## config.mk

```make
export PLATFORM = sky130hd
export DESIGN_NAME = rcc_ctrl
export DESIGN_NICKNAME = d
export VERILOG_FILES = /design/src/hw/rtl/rcc_pkg.sv /design/src/hw/rtl/rcc_ctrl.sv
export SDC_FILE = /design/constraint.sdc
export NUM_CORES = 1
export LEC_CHECK = 0
export BUFFER_PORTS_ARGS = -buffer_cell sky130_fd_sc_hd__buf_2
export CAP_MARGIN = 15
export CORE_MARGIN = 2
export CORE_UTILIZATION = 45
export CTS_BUF_LIST = sky130_fd_sc_hd__clkbuf_4
export DETAILED_ROUTE_END_ITERATION = 16
export GPL_TIMING_DRIVEN = 0
export MAX_ROUTING_LAYER = met4
export PLACE_DENSITY = 0.79
export SLEW_MARGIN = 30
export SYNTH_ARGS = -nofsm -noshare
export SYNTH_HDL_FRONTEND = slang
export SYNTH_SLANG_ARGS = --single-unit
```

## constraint.sdc

```tcl
create_clock -name clk_i -period 3.23 [get_ports clk_i]
set_clock_uncertainty 0.2 [all_clocks]
set_input_delay 0.1615 -clock clk_i [delete_from_list [all_inputs] [get_ports clk_i]]
set_output_delay 0.1615 -clock clk_i [all_outputs]
set_load 0.01 [all_outputs]
```

## src/hw/rtl/rcc_pkg.sv

```systemverilog
package rcc_pkg;

  localparam int unsigned OPND_W         = 27;
  localparam int unsigned BASE_W         = 4;
  localparam int unsigned DIGIT_W        = 4;
  localparam int unsigned MAG_W          = 56;
  localparam int unsigned CV_BITS        = 8;
  localparam int unsigned CV_STEPS       = MAG_W / CV_BITS;
  localparam int unsigned DIV_STEPS      = OPND_W;
  localparam int unsigned CNT_W          = 5;
  localparam int unsigned MAX_DIGITS_DEF = 8;

  // floor(v / 10) == (v * RECIP10) >> RECIP_SH for any 32-bit v
  localparam logic [31:0] RECIP10  = 32'hCCCC_CCCD;
  localparam int unsigned RECIP_SH = 35;

  localparam logic [1:0] OP_ADD = 2'd0;
  localparam logic [1:0] OP_SUB = 2'd1;
  localparam logic [1:0] OP_MUL = 2'd2;
  localparam logic [1:0] OP_DIV = 2'd3;

  localparam logic [1:0] ST_OK    = 2'd0;
  localparam logic [1:0] ST_BASE  = 2'd1;
  localparam logic [1:0] ST_DIGIT = 2'd2;
  localparam logic [1:0] ST_DIVZ  = 2'd3;

  typedef struct packed {
    logic load;
    logic split;
    logic accum;
    logic exec;
    logic div_step;
    logic cv_step;
    logic emit;
    logic emit_err;
  } rcc_cmd_t;

  typedef struct packed {
    logic dec_zero;
    logic err;
    logic is_div;
    logic mag_zero;
  } rcc_stat_t;

endpackage

```

## src/hw/rtl/rcc_ctrl.sv

```systemverilog
module rcc_ctrl (
  input  logic                clk_i,
  input  logic                rst_ni,
  input  logic                start_i,
  output logic                busy_o,
  output rcc_pkg::rcc_cmd_t   cmd_o,
  input  rcc_pkg::rcc_stat_t  stat_i
);
  import rcc_pkg::*;

  localparam logic [3:0] S_IDLE  = 4'd0;
  localparam logic [3:0] S_SPLIT = 4'd1;
  localparam logic [3:0] S_ACC   = 4'd2;
  localparam logic [3:0] S_CHECK = 4'd3;
  localparam logic [3:0] S_DIV   = 4'd4;
  localparam logic [3:0] S_CONV  = 4'd5;
  localparam logic [3:0] S_EMIT  = 4'd6;
  localparam logic [3:0] S_ERR   = 4'd7;

  localparam logic [CNT_W-1:0] DIV_LAST = CNT_W'(DIV_STEPS - 1);
  localparam logic [CNT_W-1:0] CV_LAST  = CNT_W'(CV_STEPS - 1);

  logic [3:0]       state_q, state_d;
  logic [CNT_W-1:0] cnt_q, cnt_d;

  always_comb begin
    state_d = state_q;
    cnt_d   = cnt_q;
    cmd_o   = '0;
    case (state_q)
      S_IDLE: begin
        if (start_i) begin
          cmd_o.load = 1'b1;
          state_d    = S_SPLIT;
        end
      end
      S_SPLIT: begin
        if (stat_i.dec_zero) begin
          state_d = S_CHECK;
        end else begin
          cmd_o.split = 1'b1;
          state_d     = S_ACC;
        end
      end
      S_ACC: begin
        cmd_o.accum = 1'b1;
        state_d     = S_SPLIT;
      end
      S_CHECK: begin
        cnt_d = '0;
        if (stat_i.err) begin
          state_d = S_ERR;
        end else begin
          cmd_o.exec = 1'b1;
          state_d    = stat_i.is_div ? S_DIV : S_CONV;
        end
      end
      S_DIV: begin
        cmd_o.div_step = 1'b1;
        cnt_d          = cnt_q + CNT_W'(1);
        if (cnt_q == DIV_LAST) begin
          cnt_d   = '0;
          state_d = S_CONV;
        end
      end
      S_CONV: begin
        cmd_o.cv_step = 1'b1;
        cnt_d         = cnt_q + CNT_W'(1);
        if (cnt_q == CV_LAST) begin
          cnt_d   = '0;
          state_d = S_EMIT;
        end
      end
      S_EMIT: begin
        cmd_o.emit = 1'b1;
        state_d    = stat_i.mag_zero ? S_IDLE : S_CONV;
      end
      S_ERR: begin
        cmd_o.emit_err = 1'b1;
        state_d        = S_IDLE;
      end
      default: begin
        state_d = S_IDLE;
      end
    endcase
  end

  always_ff @(posedge clk_i or negedge rst_ni) begin
    if (!rst_ni) begin
      state_q <= S_IDLE;
      cnt_q   <= '0;
    end else begin
      state_q <= state_d;
      cnt_q   <= cnt_d;
    end
  end

  assign busy_o = (state_q != S_IDLE);

  a_conv_to_emit: assert property (@(posedge clk_i) disable iff (!rst_ni)
    (state_q == S_CONV && cnt_q == CV_LAST) |=> (state_q == S_EMIT))
    else $error("conversion did not end in a digit beat");

  a_err_one_beat: assert property (@(posedge clk_i) disable iff (!rst_ni)
    (state_q == S_ERR) |=> (state_q == S_IDLE))
    else $error("error beat not followed by idle");

  a_one_cmd: assert property (@(posedge clk_i) disable iff (!rst_ni)
    $onehot0({cmd_o.div_step, cmd_o.cv_step, cmd_o.emit, cmd_o.emit_err, cmd_o.exec}))
    else $error("conflicting datapath commands");

  a_emit_after_conv: assert property (@(posedge clk_i) disable iff (!rst_ni)
    (state_q == S_EMIT) |-> ($past(state_q) == S_CONV))
    else $error("digit beat without conversion");

endmodule

```

==> results of run 1 <==
## worst max-delay path by stage
stage,to,slack (ps),cells past startpoint
6_report,cmd_o[2],1360,5
5_1_grt,cmd_o[2],1250,5
4_1_cts,cmd_o[2],1350,5
3_5_place_dp,state_q[0],1490,4
3_3_place_gp,state_q[0],1530,4
2_1_floorplan,state_q[0],1590,4
## metal layers
layer | vias up | global-route usage, % | part of all wire [%]
met3 | 0 | 6.67 | 5.5
met5 | - | - | 0
met4 | 0 | 5.00 | 0
met2 | 15 | 35.5 | 48
li1 | 283 | - | -
met1 | 272 | 28.5 | 46
## what timing repair did
| action | in CTS | in global routing |
|---|---|---|
| endpoints found under the hold margin | 8 | 0 |
| buffers inserted | 0 | 0 |
| hold buffers | 1 | 0 |
## synthesized netlist by cell type, drive strengths merged
cell type / number
buf: 2
nand3: 3
ha: 2
nand2: 6
a31o: 1
nor4b: 1
a221oi: 1
nand4b: 2
and2: 2
a21oi: 3
nor2b: 1
and4bb: 2
or4bb: 1
and3: 1
nand4: 1
nor3: 3
inv: 3
o21a: 1
o21ai: 3
clkbuf: 2
a32o: 1
nor2: 4
nand2b: 2
o2bb2ai: 1
a21o: 2
nor3b: 1
dfrtp: 8
o22ai: 4
or3: 1
## cell type report
class	count	area, µm²
Clock buffer	3	22.5
Sequential cell	8	200
Buffer	4	23.8
Multi-Input combinational cell	50	355
Fill cell	119	552
Tap cell	15	18.8
Timing Repair Buffer	16	85.1
Inverter	3	11.3
## layout by cell type (no fill, tap or decap), drive strengths merged, types with 2 or more instances in the layout
cell type	n
buf	17
nor3	3
nand4b	2
a21o	2
o21ai	3
and2	2
nor2	4
o22ai	4
dfrtp	8
nand2b	2
a21oi	3
clkbuf	5
nand2	6
ha	2
and4bb	2
nand3	3
inv	3
## metrics by stage
stage | std cells | util [%] | hold WS, ps | setup WS, ps | instance area (µm²)
after CTS | 99 | 56.5 | 73.3 | 1350 | 717
after global routing | 99 | 56.5 | 99.6 | 1250 | 717
after floorplan | 65 | - | -334 | 1590 | 591
after global placement | 95 | 53.9 | -183 | 1530 | 684
final | 99 | 56.5 | 69.9 | 1360 | 717
after detailed placement | 95 | 53.9 | -186 | 1490 | 684
## logic make-up after synthesis
logic type / Yosys count / share of synthesized area (%)
compound gates: 17 / 23.3
fa+ha+maj: 2 / 4.24
buf+inv: 7 / 5.93
flops: 8 / 33.9
simple gates: 31 / 32.6
## critical path, cell delays in order (launching register included)
cell and delay [ps]:
sky130_fd_sc_hd__dfrtp_1 350, sky130_fd_sc_hd__buf_6 130, sky130_fd_sc_hd__inv_1 60, sky130_fd_sc_hd__nor2_1 360, sky130_fd_sc_hd__and2_1 210, sky130_fd_sc_hd__buf_2 130
## flip-flops by register name, summed over array words and instances, names as in the netlist
signal / flops
state_q: 3
cnt_q: 5
## power groups by stage
stage          Combinational, mW  Sequential, mW  Clock (mW)
6_report                   0.409           0.205      0.0760
5_1_grt                    0.452           0.214      0.0834
2_1_floorplan              0.316           0.189           0
3_5_place_dp               0.406           0.206           0
4_1_cts                    0.409           0.205      0.0794
3_3_place_gp               0.397           0.200           0
==> results.sh, run 1 <==
export IMPL_finalWeightedCongestion=0.806
export IMPL_num_rows=13
export IMPL_slew_headroom_pct=70.5
export IMPL_fp_dieW_um=40.2
export IMPL_floorplan_io_pins=16
export IMPL_finalMaxSlewViolations=0
export IMPL_postSynthRegisterBits=8
export IMPL_vdd_ir_drop_worst_v=0.000447
export IMPL_power_share_of_the_clock_group_pct=11.0
export IMPL_drive_above_1_share_pct=32.1
export IMPL_clkLatencyLatePin_ps=250
export IMPL_post_dp_hpwl_um=974
export IMPL_first_global_vias=518
export IMPL_maximum_fanout_encountered_on_the_critical_timing_path=8
export IMPL_detail_route_antenna_nets=0
export IMPL_syn_area_um2=591
export IMPL_port_buffers=15
export IMPL_finalCritPeriodShare_pct=57.9
export IMPL_maxCapViolCount=0
export IMPL_die_height_um=40.2
export IMPL_pin_count_of_the_biggest_net_entering_global_routing=11
export IMPL_groute_usage_overall_pct=22.5
export IMPL_max_clock_path_buffers=2
export IMPL_synthToLayoutAreaGrowth_pct=21.4
export IMPL_ys_seq_area_share_pct=33.9
export IMPL_start_util_pct=46.5
export IMPL_synth_yosys_warnings=0
export IMPL_wirelength_mm=1.35
export IMPL_fmaxAchievable_mhz=535
export IMPL_unrepaired_setup_endpoints_after_global_routing="false"
export IMPL_ctsRootBufferMaster="sky130_fd_sc_hd__clkbuf_4"
export IMPL_critPathArrivalTime_ps=1510
export IMPL_detailedRoute_firstPassIterationCount=4
export IMPL_netlist_area_leader_share_pct=33.9
export IMPL_grt_antenna_before_repair=0
export IMPL_first_iter_violations=7
export IMPL_synth_area_per_cell_um2=9.09
export IMPL_grt_ovfl_total=0
export IMPL_worst_slew_pin_transition_ps=441
export IMPL_clock_tree_from_tritoncts="done"
export IMPL_cts_inserted_buffers=3
export IMPL_drt_drc_violations_left=0
export IMPL_static_leakage_power_nw=0.345
export IMPL_cts_sinks=8
export IMPL_cellPowerDensity_nw_per_um2=963
export IMPL_netSwitchingFraction_pct=44.8
export IMPL_timing_rr_end="state_q[0]"
export IMPL_critPathKind="flop to primary output"
export IMPL_finalNetCount=95
export IMPL_synth_area_leaders="sky130_fd_sc_hd__dfrtp_1 (34%), sky130_fd_sc_hd__and4bb_2 (4.2%), sky130_fd_sc_hd__ha_1 (4.2%), sky130_fd_sc_hd__nand2_1 (3.8%), sky130_fd_sc_hd__o22ai_1 (3.2%)"
export IMPL_netlist_top_cell_by_area="sky130_fd_sc_hd__dfrtp_1"
export IMPL_cts_htree_levels=1
export IMPL_final_setup_viol_count=0
export IMPL_worst_hold_path_type="primary input to async pin"
export IMPL_num_vias=570
export IMPL_grt_pass1_wl_mm=2.33
export IMPL_yosys_cell_types_count=32
export IMPL_report_power_total_uw=691
export IMPL_status="complete, no violations"
export IMPL_antenna_cells=0
export IMPL_hold_viol_final=0
export IMPL_power_frac_comb_pct=59.3
export IMPL_sequentialPowerShare_pct=29.7
export IMPL_synth_fp_nets=74
export IMPL_internal_power_uw=381
export IMPL_vias_per_cell=5.76
export IMPL_netSwitchingPower_uw=309
export IMPL_cts_resized=0
export IMPL_finalWorstPathRequiredPeriod_ps=1870
export IMPL_worst_setup_hold_path_clk_slew_ps=60
export IMPL_route_detailed_wl_per_inst_um=13.7
export IMPL_placeableCoreArea_um2=1270
export IMPL_syn_inst=65
export IMPL_cp_data_required_time_ps=2870
export IMPL_timing_reg2reg_setup_slack_ps=1490
export IMPL_setup_total_neg_slack_ps=0
export IMPL_cp_start_kind="flop"
export IMPL_die_area_um2=1620
export IMPL_critPathLaunch="state_q[2]"
export IMPL_timing_critical_path_to_type="primary output"
export IMPL_worst_r2r_path_depth=4
export IMPL_timing_rr_start="cnt_q[0]"
Power figures use the tool's default switching activity.
==> inputs of run 2 (changes only) <==
clock period = 1.8 ns   (was 3.23 ns; I/O delays follow)
==> run 2 against run 1 <==
Compared with the run above:
- the flow now finishes with violations (hold timing)
- routed wire length increased by 0.52%
- via count down 0.35%
- global-route usage did not move
- critical endpoint is now state_q[0]
- first-iteration DRC count fell by 14%
==> results.sh, run 2 (same netlist as run 1, synthesis figures left out) <==
export IMPL_timing_critical_path_to_type="flop"
export IMPL_finalNetCount=95
export IMPL_ctsRootBufferMaster="sky130_fd_sc_hd__clkbuf_4"
export IMPL_wirelength_mm=1.36
export IMPL_synthToLayoutAreaGrowth_pct=23.3
export IMPL_fin_hold_ws_ps=-5.29
export IMPL_failing_checks="hold timing"
export IMPL_cp_data_required_time_ps=1750
export IMPL_slew_headroom_pct=81.1
export IMPL_post_dp_hpwl_um=974
export IMPL_internal_power_uw=696
export IMPL_clock_tree_from_tritoncts="done"
export IMPL_die_area_um2=1620
export IMPL_report_power_total_mw=1.26
export IMPL_drt_drc_violations_left=0
export IMPL_critPathKind="flop to flop"
export IMPL_worst_setup_hold_path_clk_slew_ps=60
export IMPL_die_height_um=40.2
export IMPL_grt_pass1_wl_mm=2.33
export IMPL_max_stage_delay_ps=500
export IMPL_pin_count_of_the_biggest_net_entering_global_routing=11
export IMPL_fp_dieW_um=40.2
export IMPL_hold_viol_final=1
export IMPL_start_util_pct=46.5
export IMPL_fillerInstances=119
export IMPL_cts_htree_levels=1
export IMPL_clkLatencyLatePin_ps=250
export IMPL_critPathArrivalTime_ps=1690
export IMPL_finalMaxSlewViolations=0
export IMPL_groute_usage_overall_pct=22.5
export IMPL_cts_inserted_buffers=3
export IMPL_floorplan_io_pins=16
export IMPL_cts_sinks=8
export IMPL_port_buffers=15
export IMPL_critical_path_cell_chain="inv_1, ha_1, or4bb_1, a21o_1"
export IMPL_crit_buf_inv=1
export IMPL_finalWeightedCongestion=0.806
export IMPL_fmaxAchievable_mhz=574
export IMPL_layout_commonest_cell="sky130_fd_sc_hd__buf_2"
export IMPL_layout_cells_most_common_list="sky130_fd_sc_hd__buf_2 (16), sky130_fd_sc_hd__dfrtp_1 (8), sky130_fd_sc_hd__nand2_1 (6)"
export IMPL_vdd_ir_drop_worst_v=0.000821
export IMPL_power_share_of_the_clock_group_pct=10.8
export IMPL_flip_flop_count_of_the_largest_register_all_copies_and_words_added=5
export IMPL_grt_antenna_before_repair=0
export IMPL_placeableCoreArea_um2=1270
export IMPL_crit_path_max_delay_family="simple AND/OR/NAND/NOR gates"
export IMPL_num_rows=13
export IMPL_power_frac_comb_pct=59.8
export IMPL_largest_register="cnt_q"
export IMPL_max_clock_path_buffers=2
export IMPL_grt_ovfl_total=0
export IMPL_netSwitchingPower_uw=563
export IMPL_vias_per_cell=5.74
export IMPL_worst_hold_path_type="primary input to flop"
export IMPL_finalWorstPathRequiredPeriod_ps=1740
export IMPL_detailedRoute_firstPassIterationCount=4
export IMPL_post_place_cells=95
export IMPL_num_vias=568
export IMPL_detail_route_antenna_nets=0
export IMPL_cp_start_kind="flop"
export IMPL_finalCritPeriodShare_pct=96.7
export IMPL_timing_critical_path_slowest_stage_cell="sky130_fd_sc_hd__or4bb_1"
export IMPL_maxCapViolCount=0
export IMPL_first_global_vias=518
export IMPL_netSwitchingFraction_pct=44.7
export IMPL_route_detailed_wl_per_inst_um=13.7
export IMPL_drive_above_1_share_pct=36.9
export IMPL_static_leakage_power_nw=0.353
export IMPL_first_iter_violations=6
export IMPL_cellPowerDensity_nw_per_um2=1730
export IMPL_setup_total_neg_slack_ps=0
export IMPL_largestRegisters="cnt_q: 5 flops, state_q: 3 flops"
export IMPL_worst_slew_pin_transition_ps=284
export IMPL_sequentialPowerShare_pct=29.4
export IMPL_maximum_fanout_encountered_on_the_critical_timing_path=4
export IMPL_final_setup_viol_count=0
export IMPL_antenna_cells=0
export IMPL_dpl_cell_area_um2=684
export IMPL_postCtsSetupRepairBufs=0
export IMPL_status="finished, violations left"
export IMPL_final_cells=99
export IMPL_final_cell_area_um2=728
run 2: timing repair:
action	CTS	global route
endpoints found under the setup margin	1	2
gates resized for setup	1	5
hold endpoints to repair	8	0
hold buffers	1	0
run 2: through the flow:
stage	util, %	worst slack (ps)	hold WS, ps
after floorplan	-	165	-406
after global routing	57.4	-38.3	28.1
after CTS	56.7	16.9	1.76
final	57.4	59.2	-5.29
after detailed placement	53.9	63.3	-257
after global placement	53.9	99.2	-255
run 2: power by group through the flow:
stage	Sequential, mW	Combinational [mW]	Clock [mW]
final	0.370	0.753	0.136
after global routing	0.383	0.829	0.150
after CTS	0.369	0.738	0.142
after detailed placement	0.370	0.728	0
after global placement	0.359	0.712	0
after floorplan	0.338	0.567	0
run 2: area by class of cell:
class	count	area (µm²)	area share (%)
plain buffers	4	26.3	3.61
clock buffers	3	22.5	3.09
inverters	3	11.3	1.55
multi-input cells	50	364	50.0
flip-flops and latches	8	200	27.5
well taps	15	18.8	2.58
repair buffers	16	85.1	11.7
run 2: worst register-to-register path: cells and delay by family, from the launching register on:
| kind | cells | cell delay, ps |
|---|---|---|
| AND/OR/NAND/NOR | 1 | 500 |
| AO/OA/AOI/OAI | 1 | 180 |
| buffers and inverters | 1 | 110 |
| adder cells (fa/ha/maj) | 1 | 240 |
| flip-flops | 1 | 400 |
run 2: worst paths after layout:
check | start | to | slack (ps) | depth (start not counted)
worst max-delay path | cnt_q[0] | state_q[0] | 60 | 4
worst min-delay path | stat_i[0] | state_q[2] | -5 | 4
worst max register to register | cnt_q[0] | state_q[0] | 60 | 4
worst min register to register | cnt_q[4] | cnt_q[4] | 390 | 2
max in group asynchronous | rst_ni | cnt_q[2] | 1230 | 2
min in group asynchronous | rst_ni | cnt_q[4] | 0 | 2
run 2: per-layer routing:
metal	vias to the layer above	global-route usage [%]	part of all wire (%)
li1	283	-	-
met1	272	28.5	46
met2	13	35.5	49
met3	0	6.67	5.1
met4	0	5.00	0
met5	-	-	0
==> inputs of run 3 (changes only) <==
ABC_AREA = 1   (was unset)
CORE_AREA = 2 2 39 41   (was unset)
CORE_MARGIN = unset   (was 2)
CORE_UTILIZATION = unset   (was 45)
DIE_AREA = 0 0 41 43   (was unset)
PLACE_DENSITY = 0.75   (was 0.79)
==> run 3 against run 2 <==
Compared with the run above:
- the flow now finishes without violations
- total power fell by 22%
- synthesized cell count rose by 23%
- register-to-register slack improved by 240 ps
- combinational power fell by 30%
- cell count rose by 18%
- sequential cell count did not move
- die area rose by 9.0%
- via count fell by 2.3%
- global-route usage fell by 6.5 points
- synthesized area fell by 6.6%
- clock-buffer cell count did not move
- largest power group unchanged
==> results.sh, run 3 <==
export IMPL_ys_seq_area_share_pct=36.3
export IMPL_worst_slew_pin_transition_ps=302
export IMPL_maxCapViolCount=0
export IMPL_antenna_cells=0
export IMPL_fmaxAchievable_mhz=632
export IMPL_synthToLayoutAreaGrowth_pct=26.8
export IMPL_worst_hold_path_type="primary input to async pin"
export IMPL_yosys_most_used_dff="sky130_fd_sc_hd__dfrtp_1"
export IMPL_netlist_top_cell_by_area="sky130_fd_sc_hd__dfrtp_1"
export IMPL_timing_critical_path_slowest_stage_cell="sky130_fd_sc_hd__dfrtp_1"
export IMPL_static_leakage_power_nw=0.391
export IMPL_critPathArrivalTime_ps=1290
export IMPL_finalMaxSlewViolations=0
export IMPL_yosys_cell_types_count=22
export IMPL_ctsRootBufferMaster="sky130_fd_sc_hd__clkbuf_4"
export IMPL_synth_area_per_cell_um2=6.90
export IMPL_clkLatencyLatePin_ps=250
export IMPL_finalCritPeriodShare_pct=87.9
export IMPL_largestRegisters="cnt_q: 5 flops, state_q: 3 flops"
export IMPL_synth_commonest_cells="sky130_fd_sc_hd__nand2_1 (21), sky130_fd_sc_hd__inv_1 (11), sky130_fd_sc_hd__nor2_1 (11)"
export IMPL_cts_sinks=8
export IMPL_wirelength_mm=1.17
export IMPL_max_stage_delay_ps=440
export IMPL_synthMostInstantiatedCell="sky130_fd_sc_hd__nand2_1"
export IMPL_placeableCoreArea_um2=1380
export IMPL_cts_resized=0
export IMPL_die_height_um=43
export IMPL_cellPowerDensity_nw_per_um2=1400
export IMPL_finalNetCount=112
export IMPL_worst_r2r_path_depth=8
export IMPL_finalWeightedCongestion=0.800
export IMPL_post_synth_and_or_nand_nor_area_fraction_pct=36.5
export IMPL_fp_dieW_um=41
export IMPL_drive_above_1_share_pct=27.7
export IMPL_status="complete, no violations"
export IMPL_vdd_ir_drop_worst_v=0.000629
export IMPL_timing_rr_start="cnt_q[0]"
export IMPL_synthXorXnorAreaFrac_pct=3.17
export IMPL_clock_tree_from_tritoncts="done"
export IMPL_flip_flop_count_of_the_largest_register_all_copies_and_words_added=5
export IMPL_post_synth_edffs=0
export IMPL_maximum_fanout_encountered_on_the_critical_timing_path=6
export IMPL_netlist_area_leader_share_pct=36.3
export IMPL_critPathKind="flop to primary output"
export IMPL_detail_route_antenna_nets=0
export IMPL_timing_critical_path_to_type="primary output"
export IMPL_post_dp_hpwl_um=893
export IMPL_grt_antenna_before_repair=0
export IMPL_path_common_cell="sky130_fd_sc_hd__nor2_1"
export IMPL_hold_viol_final=0
export IMPL_cp_data_required_time_ps=1510
export IMPL_groute_usage_overall_pct=16.1
export IMPL_layout_setup_ws_ps=218
export IMPL_largest_register="cnt_q"
export IMPL_num_vias=555
export IMPL_layout_cells_most_common_list="sky130_fd_sc_hd__nand2_1 (21), sky130_fd_sc_hd__buf_2 (16), sky130_fd_sc_hd__nor2_1 (11), sky130_fd_sc_hd__inv_1 (11), sky130_fd_sc_hd__dfrtp_1 (8)"
export IMPL_slew_headroom_pct=79.8
export IMPL_final_setup_viol_count=0
export IMPL_pin_count_of_the_biggest_net_entering_global_routing=9
export IMPL_layout_commonest_cell="sky130_fd_sc_hd__nand2_1"
export IMPL_finalWorstPathRequiredPeriod_ps=1580
export IMPL_synth_yosys_warnings=0
export IMPL_postCtsSetupRepairBufs=0
export IMPL_unrepaired_setup_endpoints_after_global_routing="false"
export IMPL_largest_family_of_logic_cells_by_synthesized_area="simple AND/OR/NAND/NOR gates"
export IMPL_max_clock_path_buffers=2
export IMPL_grt_ovfl_total=0
export IMPL_synth_area_leaders="sky130_fd_sc_hd__dfrtp_1 (36%), sky130_fd_sc_hd__nand2_1 (14%), sky130_fd_sc_hd__inv_1 (7.5%), sky130_fd_sc_hd__nor2_1 (7.5%), sky130_fd_sc_hd__ha_1 (4.5%)"
export IMPL_syn_area_um2=552
export IMPL_worst_setup_hold_path_clk_slew_ps=50
export IMPL_route_detailed_wl_per_inst_um=10.0
export IMPL_first_iter_violations=11
export IMPL_start_util_pct=39.9
export IMPL_async_flop_share_pct=100
export IMPL_synth_compound_gate_area_share_pct=9.07
export IMPL_setup_total_neg_slack_ps=0
export IMPL_fillerInstances=148
export IMPL_floorplan_io_pins=16
export IMPL_vias_per_cell=4.74
export IMPL_num_rows=14
export IMPL_critical_path_cell_chain="nand2_1, nor2_1, inv_1, nor2_1, buf_2"
export IMPL_drt_drc_violations_left=0
export IMPL_cts_inserted_buffers=3
export IMPL_port_buffers=15
export IMPL_cts_htree_levels=1
export IMPL_muxShareOfSynthArea_pct=0
export IMPL_cp_start_kind="flop"
export IMPL_timing_reg2reg_setup_slack_ps=300
export IMPL_postSynthRegisterBits=8
export IMPL_syn_inst=80
export IMPL_place_ws_ps=303
export IMPL_grt_pass1_wl_mm=1.91
export IMPL_synth_fp_nets=89
export IMPL_synth_fa_ha_area_share_pct=4.54
export IMPL_timing_rr_end="state_q[1]"
export IMPL_detailedRoute_firstPassIterationCount=4
export IMPL_die_area_um2=1760
export IMPL_first_global_vias=504
run 3: how the worst max path moves through the flow:
stage / from / endpoint / slack, ps / depth (start not counted)
6_report: state_q[0] / cmd_o[4] / 220 / 5
5_1_grt: state_q[0] / cmd_o[4] / 80 / 5
2_1_floorplan: state_q[1] / state_q[0] / 400 / 8
3_3_place_gp: cnt_q[0] / state_q[1] / 310 / 8
4_1_cts: state_q[0] / cmd_o[4] / 210 / 5
3_5_place_dp: cnt_q[0] / state_q[1] / 300 / 8
run 3: layer usage:
metal	routed length [µm]	track usage (%)	part of all wire, %
met1	553	20.9	47
met2	535	24.1	46
met3	84	3.14	7.2
met4	0	6.00	0
met5	0	-	0
run 3: cell type report:
class / count / area, µm² / area share (%)
buffer: 1 / 5.00 / 0.716
clock buffer: 3 / 22.5 / 3.22
inverter: 14 / 52.6 / 7.51
multi-input combinational: 57 / 294 / 42.0
sequential: 8 / 200 / 28.6
tap: 16 / 20.0 / 2.86
timing repair buffer: 18 / 105 / 15.0
run 3: what timing repair did:
| item | 4_1_cts | 5_1_grt |
|---|---|---|
| hold buffers | 3 | 0 |
| endpoints found under the setup margin | 0 | 0 |
| endpoints found under the hold margin | 10 | 0 |
run 3: stage by stage:
| step | utilization (%) | hold WS, ps | instances | total power [mW] | cell area, µm² |
|---|---|---|---|---|---|
| final | 50.5 | 7.87 | 117 | 0.977 | 699 |
| after global routing | 50.5 | 17.7 | 117 | 1.09 | 699 |
| after CTS | 50.5 | 7.45 | 117 | 0.984 | 699 |
| after detailed placement | 46.7 | -256 | 111 | 0.839 | 647 |
| after global placement | 46.7 | -259 | 111 | 0.826 | 647 |
| after floorplan | - | -406 | 80 | 0.689 | 552 |
run 3: logic make-up (layout without fill, tap and decap cells):
group,count (synthesis),count (layout)
AO/OA/AOI/OAI,8,8
XOR/XNOR,2,2
adder cells (fa/ha/maj),2,2
buffers and inverters,15,36
flip-flops,8,8
AND/OR/NAND/NOR,45,45
run 3: critical path, delay by kind of cell (launching register included):
kind / cells / cell delay, ps
buffers and inverters: 2 / 200
flip-flops: 1 / 440
AND/OR/NAND/NOR: 3 / 410
run 3: where the power goes:
group	switching [mW]	internal (mW)
logic	0.336	0.191
clock network	0.0602	0.0762
registers	0.0697	0.244
total	0.466	0.511
